[src/hw/rtl/smx_pkg.sv]
// Shared types and constants for the stack machine executor.
package smx_pkg;

  localparam int WORD_W = 32;
  localparam int LEN_W  = 13;

  localparam logic [7:0] OP_PUSH = 8'd1;
  localparam logic [7:0] OP_ADD  = 8'd2;
  localparam logic [7:0] OP_SUB  = 8'd3;
  localparam logic [7:0] OP_MUL  = 8'd4;
  localparam logic [7:0] OP_DUP  = 8'd5;
  localparam logic [7:0] OP_SWAP = 8'd6;
  localparam logic [7:0] OP_JMPZ = 8'd7;
  localparam logic [7:0] OP_JMP  = 8'd8;
  localparam logic [7:0] OP_HALT = 8'd9;

  // What a stack cell does at the next edge.
  typedef enum logic [1:0] {
    CELL_HOLD = 2'd0,
    CELL_UP   = 2'd1,
    CELL_DOWN = 2'd2,
    CELL_LOAD = 2'd3
  } cell_mode_t;

  typedef struct packed {
    cell_mode_t          mode;
    logic [WORD_W-1:0]   data;
  } cell_ctl_t;

endpackage

[src/hw/rtl/smx_alu.sv]
// Wrapping add, subtract and multiply on the top two stack entries.
module smx_alu
  import smx_pkg::*;
(
  input  logic [7:0]        op,
  input  logic [WORD_W-1:0] a,
  input  logic [WORD_W-1:0] b,
  output logic [WORD_W-1:0] y
);

  always_comb begin
    case (op)
      OP_ADD:  y = a + b;
      OP_SUB:  y = a - b;
      OP_MUL:  y = a * b;
      default: y = '0;
    endcase
  end

endmodule

[config.mk]
export PLATFORM = sky130hd
export DESIGN_NAME = smx_alu
export DESIGN_NICKNAME = d
export VERILOG_FILES = /design/src/hw/rtl/smx_pkg.sv /design/src/hw/rtl/smx_alu.sv
export SDC_FILE = /design/constraint.sdc
export NUM_CORES = 1
export LEC_CHECK = 0
export BUFFER_PORTS_ARGS = -buffer_cell sky130_fd_sc_hd__buf_2
export CAP_MARGIN = 25
export CORE_MARGIN = 1.5
export CORE_UTILIZATION = 35
export DETAILED_ROUTE_END_ITERATION = 8
export SLEW_MARGIN = 5
export SYNTH_ARGS = -nofsm -noshare
export SYNTH_HDL_FRONTEND = slang
export SYNTH_SLANG_ARGS = --single-unit
[constraint.sdc]
create_clock -name vclk -period 18.7
set_input_delay 0.935 -clock vclk [all_inputs]
set_output_delay 0.935 -clock vclk [all_outputs]
set_load 0.01 [all_outputs]
# Word-level counts from Yosys, hierarchy flattened
# Index checks and enable logic that the tools add are counted.
word_totals:
  output_inout_bits: 32
  mem_bits_ro: 0
  word_cells: 7
  memories: 0
  input_bits: 72
  ramBits: 0
  latchBits: 0
  reg_bits: 0
classes:
  n_shift: 0
  magnitude_cmp: 0
  div_mod_pow: 0
  eq_ne: 3
  mux: 1
  n_addsub: 2
  n_bitwise: 0
  mul: 1
  reduce_logical: 0
op_table:
  columns: ["operator", "n"]
  rows:
  - ["32-bit case mux with 3 select lines", 1]
  - ["32-bit adder", 1]
  - ["32-bit by 32-bit multiplier with 32-bit output", 1]
  - ["32-bit subtractor", 1]
  - ["8-bit by 2-bit == test with 1-bit output, second input constant", 2]
  - ["8-bit by 3-bit == test with 1-bit output, second input constant", 1]

# Longest topological paths before layout
depth:
  word_depth: 2
  ltp_mapped: 27

# Worst setup path after synthesis
# No wires, ideal clock.
synth_path:
  kind: "input-to-output"
  from: "input port a[12]"
  to: "output port y[24]"
  t_required_ns: 17.765
  setup_slack_ns: 10.478
  cell_stages: 24
  arrival_time_ns: 7.287
  path_cell_list: "clkbuf_1 -> clkbuf_1 -> and2_1 -> fa_1 -> fa_1 -> fa_1 -> inv_1 -> fa_1 -> inv_1 -> fa_1 -> inv_1 -> fa_1 -> inv_1 -> fa_1 -> fa_1 -> ha_1 -> and3_1 -> nand2_1 -> o21ai_0 -> or3_1 -> a21o_1 -> a21oi_1 -> xor2_1 -> o22ai_1"
synth_between:
  elab_chain_cells: 2
  elab_cells_between_ends: 4
  cone_classes: "2 x add/sub; 1 x mul; 1 x mux"
synth_rtl:
  columns: ["item", "line", "rtl"]
  rows:
  - ["from (decl)", "smx_alu.sv:6", "input logic [WORD_W-1:0] a,"]
  - ["32-bit by 32-bit multiplier with 32-bit output, or another cell as far along", "smx_alu.sv:15", "OP_MUL: y = a * b;"]
  - ["32-bit case mux with 3 select lines *", "smx_alu.sv:12", "case (op)"]
  - ["to (decl)", "smx_alu.sv:8", "output logic [WORD_W-1:0] y"]
# Mark *: on every way between the ends. The rest lies on a longest branch, timed or not.

# Final worst setup path
layout_path:
  from: "input port a[5]"
  to: "output port y[24]"
# Same word-level chain as after synthesis.

==> results.cfg <==
[status]
status = finished, final reports clean

[cells_and_area]
fill_cells = 5319
layout-drive-gt1-share_pct = 6.19
final.clkbuf_count = 0
syn2layout_area_growth_pct = 5.65
fin_util_pct = 37.4
nFlopsAndLatches = 0
fin_nets = 2724
seq_area_um2 = 0

[synthesis]
seq_area_frac_synth_pct = 0
synth.cell_area_um2 = 18100
syn_nets = 2720
ys_types = 64
synth.area.top_cells = fa_1 45%, and2_1 11%, ha_1 11%
syn-instance-count = 2083
synth_top_area_share_pct = 45.1
yosys-top-cells-count = 409 x fa_1, 391 x inv_1, 314 x and2_1
syn_avg_cell_area_um2 = 8.71
synth.most_common_cell = fa_1
synth_top_cell_by_area = fa_1
yosys_warnings = 0

[die]
chipHeight_um = 231
die_w_um = 231
io_pins = 104
num_rows = 83
die_area_um2 = 53200
start_util_pct = 35.4
coreArea_um2 = 51300

[route]
via_per_inst = 5.09
route.detailed.drc = 0
dr.pass1.iters = 5
routed-via-count = 14100
drt-total-wl_mm = 52.8
first_iter_violations = 865
post_drt_wl_per_cell_um = 19.1
ant_nets = 0

[min_path]
hp-class = in2out
worstHoldStart = op[3]
min_to = y[6]
min_path_cells = 5

[sta]
fin_crit_ns = 9.32
final_hold_viol_count = 0
setup_violations = 0
worstMarginPinSlew_ns = 0.928
drv_slew = 0
setup-tns-final_ns = 0
rsz0062_at_grt = false
hold_slack_ns = 2.40
relSlewSlack_pct = 38.0
fmax_mhz = 107
fin_crit_sh_pct = 49.8

[clock_tree]
cts_hold_buf = 0
cts_resized = 0
post-cts-setup-buffers = 0

[place]
io_buffers = 104
hpwl_mm = 40.6
place_congestion = 0.890

[grt]
grt_max_degree = 36
antenna_found_initial = 3
grt_pass1_vias = 15200
grt_use_total_pct = 20.4
overflow = 0
grt_pass1_wl_mm = 84.8

[setup_path]
critPathMaxFanout = 28
critPathCaptureType = output port
cp_common_cell = fa_1
critical_path_class = in2out
worst_setup_path_start_kind = input port
critPathMaxStageDelay_ns = 0.59
crit_path_top_delay_cell = buf_2
crit_chain = buf_2 > and2_1 > fa_1 > fa_1 > fa_1 > inv_1 > fa_1 > inv_1 > ha_1 > ha_1 > fa_1 > fa_1 > ha_1 > a211oi_1 > o21ai_0 > a211oi_1 > nor3_1 > or3_1 > a21o_1 > a21oi_1 > xor2_1 > o22ai_1 > buf_2
crit_arrival_ns = 8.38
worst_ep_required_time_ns = 17.77

[job]
cap_violations = 0
## cell usage in the layout (no fill, tap or decap), types with 4 or more instances in the layout
cell / count
o22ai_1: 19
nand2_1: 255
o21a_1: 7
ha_1: 156
buf_4: 9
nand2b_1: 8
nor4_1: 4
inv_1: 391
nor2b_1: 7
nor2_1: 31
nor3_1: 11
xor2_1: 53
nand3_1: 6
a21o_1: 25
and3_1: 11
xnor2_1: 89
a31oi_1: 8
fa_1: 409
o21ai_0: 38
buf_2: 104
a21oi_1: 50
a211o_1: 4
o41ai_1: 4
and2_1: 314
o31ai_1: 7
or3_1: 5
a211oi_1: 7
## area by class of cell
class                           instances  area, µm²  share of cell area [%]
Multi-Input combinational cell       1581      16300                    84.8
Inverter                              391       1470                    7.66
Tap cell                              680        851                    4.44
Timing Repair Buffer                  113        588                    3.07
Antenna cell                            1       2.50                  0.0131
## routing by layer
layer | routed length [µm] | up-vias | GRT usage [%]
met1 | 22400 | 7198 | 27.3
met4 | 1620 | 0 | 5.21
li1 | - | 6295 | -
met2 | 25400 | 507 | 35.2
met5 | 0 | - | 0
met3 | 3340 | 75 | 2.01
## through the flow
stage          area (µm²)  instances  worst slack, ns
2_1_floorplan       18100       2083            10.48
3_3_place_gp        19200       2765             9.56
3_5_place_dp        19200       2765             9.43
4_1_cts             19200       2765             9.38
5_1_grt             19200       2765             9.10
6_report            19200       2766             9.38
## critical path: cells and delay by family
family          cells  cell delay (ns)
xor+xnor            1             0.09
buf+inv             4             0.91
simple gates        3             0.81
compound gates      6             1.82
fa+ha+maj           9             3.80
## cell families (layout without fill, tap and decap cells)
kind of cell | Yosys count | count (layout) | synth area share [%]
AOI/OAI and AO/OA | 204 | 204 | 7.69
xor gates and xnor gates | 142 | 142 | 6.85
adders and majority gates | 565 | 565 | 55.9
buffers and inverters | 502 | 504 | 10.4
muxes | 1 | 1 | 0.0552
other | 0 | 1 | 0
and+or+nand+nor | 669 | 669 | 19.1
## how the worst max path moves through the flow
stage | start | slack [ns] | to | cells past startpoint
2_1_floorplan | a[12] | 10.48 | y[24] | 24
3_3_place_gp | a[7] | 9.56 | y[24] | 23
3_5_place_dp | a[5] | 9.43 | y[24] | 23
4_1_cts | a[5] | 9.38 | y[24] | 23
5_1_grt | a[7] | 9.10 | y[30] | 23
6_report | a[5] | 9.38 | y[24] | 23
