--- config.mk ---
export PLATFORM = sky130hd
export DESIGN_NAME = smx_cell
export DESIGN_NICKNAME = d
export VERILOG_FILES = /design/src/hw/rtl/smx_pkg.sv /design/src/hw/rtl/smx_cell.sv
export SDC_FILE = /design/constraint.sdc
export NUM_CORES = 1
export LEC_CHECK = 0
export ABC_AREA = 1
export BUFFER_PORTS_ARGS = -buffer_cell sky130_fd_sc_hd__buf_2
export CAP_MARGIN = 30
export CORE_MARGIN = 5
export CORE_UTILIZATION = 36
export DETAILED_ROUTE_END_ITERATION = 10
export GPL_ROUTABILITY_DRIVEN = 0
export GPL_TIMING_DRIVEN = 0
export PLACE_DENSITY = 0.76
export SETUP_SLACK_MARGIN = 0.15
export SLEW_MARGIN = 25
export SYNTH_ARGS = -nofsm -noshare
export SYNTH_HDL_FRONTEND = slang
export SYNTH_SLANG_ARGS = --single-unit
--- constraint.sdc ---
create_clock -name clk -period 1.5 [get_ports clk]
set_input_delay 0.225 -clock clk [delete_from_list [all_inputs] [get_ports clk]]
set_output_delay 0.225 -clock clk [all_outputs]
set_load 0.01 [all_outputs]
--- src/hw/rtl/smx_pkg.sv ---
// Shared types and constants for the stack machine executor.
package smx_pkg;

  localparam int WORD_W = 32;
  localparam int LEN_W  = 13;

  localparam logic [7:0] OP_PUSH = 8'd1;
  localparam logic [7:0] OP_ADD  = 8'd2;
  localparam logic [7:0] OP_SUB  = 8'd3;
  localparam logic [7:0] OP_MUL  = 8'd4;
  localparam logic [7:0] OP_DUP  = 8'd5;
  localparam logic [7:0] OP_SWAP = 8'd6;
  localparam logic [7:0] OP_JMPZ = 8'd7;
  localparam logic [7:0] OP_JMP  = 8'd8;
  localparam logic [7:0] OP_HALT = 8'd9;

  // What a stack cell does at the next edge.
  typedef enum logic [1:0] {
    CELL_HOLD = 2'd0,
    CELL_UP   = 2'd1,
    CELL_DOWN = 2'd2,
    CELL_LOAD = 2'd3
  } cell_mode_t;

  typedef struct packed {
    cell_mode_t          mode;
    logic [WORD_W-1:0]   data;
  } cell_ctl_t;

endpackage

--- src/hw/rtl/smx_cell.sv ---
// One stack entry: holds, shifts toward the top, shifts away from it, or loads.
module smx_cell
  import smx_pkg::*;
(
  input  logic              clk,
  input  cell_ctl_t         ctl,
  input  logic [WORD_W-1:0] above,
  input  logic [WORD_W-1:0] below,
  output logic [WORD_W-1:0] value
);

  always_ff @(posedge clk) begin
    case (ctl.mode)
      CELL_UP:   value <= below;
      CELL_DOWN: value <= above;
      CELL_LOAD: value <= ctl.data;
      default:   value <= value;
    endcase
  end

endmodule

After elaboration in Yosys (flattened, before gate mapping)
Cells that the tools add are included.

Eq/ne operators: 3. Shift-type cells: 0. Magnitude comparators: 0. Reduce and logical (&&, ||, !) cells: 1. Bitwise logic cells: 0. Multipliers: 0. $add $sub $neg: 0. Mux-type cells: 1. Div/mod/pow operators: 0.

Operators by type and width (number): $pmux 32 s3 (1); $eq 2x2->1 const B (2); $reduce_bool 3->1 (1); $eq 2x1->1 const B (1).

Output and inout bits: 32. Bits in latches: 0. RAM bits: 0. Input port bits: 99. Memory bits (read-only): 0. Memories kept: 0. Register bits after elaboration: 32.

Longest topological paths before layout
Depth in word-level cells: 2. Gate-level depth with buffers: 5. Depth with buffers taken out: 3.

Worst setup path after synthesis
OpenSTA, ideal clock, no wires.

Kind: input -> register. Start point: input ctl[32] (netlist bit). End point: register value[0], enable pin. Setup time: 0.389 ns. Arrival time: 1.220 ns. Path slack: -0.109 ns. Cell stages on the path: 4. Path buffers: 2. Data required time: 1.111 ns. Cell sequence: buf_4 > inv_4 > buf_6 > nand2_1.

Word-level cells in the longest chain between the ends: 2. Elaborated cells between the ends (all ways): 4.

Ends and longest elaborated chain: start: declaration (RTL line smx_cell.sv:6) `input cell_ctl_t ctl,`; $eq 2x2->1 / $eq 2x1->1 (equally long branches) (RTL line smx_cell.sv:13) `case (ctl.mode)`; $reduce_bool 3->1 (no source line) (*); end signal: assignment (RTL line smx_cell.sv:14) `CELL_UP: value <= below;`; end signal: assignment (RTL line smx_cell.sv:15) `CELL_DOWN: value <= above;`; end signal: assignment (RTL line smx_cell.sv:16) `CELL_LOAD: value <= ctl.data;`; end: declaration (RTL line smx_cell.sv:9) `output logic [WORD_W-1:0] value`.

Mark *: on every way between the ends. The rest lies on a longest branch, timed or not. A chain may end at the register's enable or synchronous reset.

Worst setup path in the final report
Start point: input ctl[33] (netlist bit). End point: register value[12], enable pin.

Same word-level chain as after synthesis.

==> impl_metrics.tcl <==
set metrics [dict create \
    pre_cts_ws_ns -0.204 \
    hold_path.startpoint "below[6]" \
    placement.io_buffers 129 \
    core-area_um2 4660 \
    share_seq_of_total_power 0.499 \
    leak_pwr_nw 1.25 \
    ant_nets 0 \
    syn-num-nets 279 \
    cts_made_buffers 5 \
    viasPerCell 4.96 \
    finalWirelength_um 5610 \
    largest_register_ffs 32 \
    antenna_cells 0 \
    intPower_mw 1.67 \
    drt_iter0_drc 140 \
    number_of_buffers_added_to_fix_hold_violations_after_cts 0 \
    slowest_delay_ns 0.30 \
    die_height_um 79.0 \
    synth_top_area_cell "edfxtp_1" \
    grt_first_pass_wirelength_um 8670 \
    grt_max_degree 33 \
    cts_setup_buffers 0 \
    per_instance_average_area_after_synthesis_um2 9.52 \
    gr-usage-all-layers 0.181 \
    synth_seq_area_share 0.561 \
    biggestRegsByFlops "value x32" \
    postSynthCellCount 180 \
    peakVddDrop_uv 351 \
    netlist.area_leader.share 0.561 \
    dp.final_hpwl_um 4320 \
    overflow 0 \
    tritoncts "yes" \
    crit_start "ctl[33]" \
    slew_headroom 0.709 \
    power.clock.fraction 0.274 \
    io_pins 131 \
    clk_transition_reported_paths_ns 0.07 \
    num_rows 25 \
    initial_utilization 0.368 \
    cts.root.buffer_cell "clkbuf_8" \
    critical_path_class "input pin to register" \
    critical_path_cell_by_cell "buf_2, inv_1, buf_2, nand2_4" \
    netSwitchingPower_uw 606 \
    maximum_clock_insertion_buffer_count 2 \
    clkSinkCount 32 \
    netlist_area_um2 1710 \
    die_area_um2 6240 \
    final-hold-violation-count 0 \
    critical_path_peak_fanout 32 \
    timing.setup.tns_ns 0 \
    power.share.switching 0.267 \
    chipWidth_um 79.0 \
    flip_flop_and_latch_count_after_synthesis 32 \
    crit_path_frequent_cell "buf_2" \
    setup_viol 0 \
    critPathCaptureType "register" \
    regMostFlops "value" \
    setup_repair_after_global_routing_missed_its_margin "no" \
    netlist-cell-type-count 8 \
    share_comb_of_total_power 0.227 \
    finalCritPeriodShare 0.732 \
    finalCriticalPeriod_ns 1.10 \
    upper_clock_frequency_limit_mhz 911 \
    holdCritPathClass "input pin to register" \
    worst_setup_path_start_kind "input pin" \
    post_drt_wl_per_cell_um 15.2 \
    critical_path.top_delay_family "buffers and inverters" \
    layout.nets 415 \
    drv_cap 0 \
    drive_gt1_frac 0.487 \
    grt_pass1_vias 1810 \
    ys.warnings.count 0 \
    required_ns 1.44 \
    critical-path-slowest-cell "nand2_4" \
    synth_area_leaders "edfxtp_1 (56%), nand3_1 (28%), nand2_1 (7.2%)" \
    arrival_ns 1.04 \
    antenna_found_initial 0 \
    detailedRoute.firstPassIterationCount 4 \
    critical_path_buf_inv_count 3 \
    layout-area-overhead-vs-synth_pct 46.6 \
    whs_ns 0.228 \
    fin_util 0.539 \
    fin_ws_ns 0.402 \
    outcome "completed" \
    tightestPinTransition_ns 0.435 \
    finalMaxSlewViolations 0 \
    detailroute.via_count 1835 \
    remaining_drcs 0 \
    htree_levels 2 \
    post_cts_resize_count 1 \
    power_per_cell_area_nw_per_um2 905 \
]
## cells in the final DEF (no fill, tap or decap)
cell type / count
edfxtp_1: 32
buf_6: 6
inv_1: 1
nand3_1: 96
clkinv_2: 1
nand2_1: 32
inv_4: 1
buf_2: 134
clkbuf_8: 5
buf_4: 6
nand2_4: 1
clkbuf_1: 1
## tightest hold or removal path: stages
cell and delay, ns:
buf_2 0.07, nand2_1 0.04, nand3_1 0.07
## cell families (layout without fill, tap and decap cells)
group,after synthesis,after routing,synth area share
and+or+nand+nor,129,129,0.353
DFF,32,32,0.561
buffers and inverters,19,155,0.0862
## cell usage after synthesis (all sizes together)
library cell,n
nand3,96
buf,17
nand2,33
edfxtp,32
inv,2
## metrics by stage
step	cell area, um2	power (mW)	std cells
floorplan	1720	1.40	180
global placement	2430	1.66	363
detailed placement	2430	1.67	363
CTS	2510	2.29	370
global route	2510	2.39	370
finish	2510	2.27	370
## power groups by stage
stage | Combinational [mW] | Sequential, mW | Clock, mW
floorplan | 0.179 | 1.22 | 0
global route | 0.569 | 1.14 | 0.673
detailed placement | 0.520 | 1.15 | 0
CTS | 0.523 | 1.13 | 0.632
global placement | 0.514 | 1.15 | 0
finish | 0.517 | 1.13 | 0.622
## per-layer routing
layer,vias up,GRT usage,wire (um),share of wire
met5,-,0,0,0
met4,0,0.0722,93,0.017
met3,8,0.0397,434,0.077
met2,84,0.304,2800,0.50
met1,821,0.227,2290,0.41
li1,922,-,-,-
## cell type report
| cell class | count | area [um2] |
|---|---|---|
| Clock buffer | 6 | 72.6 |
| Timing Repair Buffer | 129 | 646 |
| Buffer | 17 | 138 |
| Tap cell | 54 | 67.6 |
| Fill cell | 437 | 2150 |
| Multi-Input combinational cell | 129 | 612 |
| Clock inverter | 1 | 5.00 |
| Sequential cell | 32 | 961 |
| Inverter | 2 | 10.0 |
## final timing paths
kind,endpoint,slack [ns],cells after the start
setup / recovery,value[12],0.40,4
hold / removal,value[6],0.23,3
Note: power is estimated with default switching activity, not from simulation.
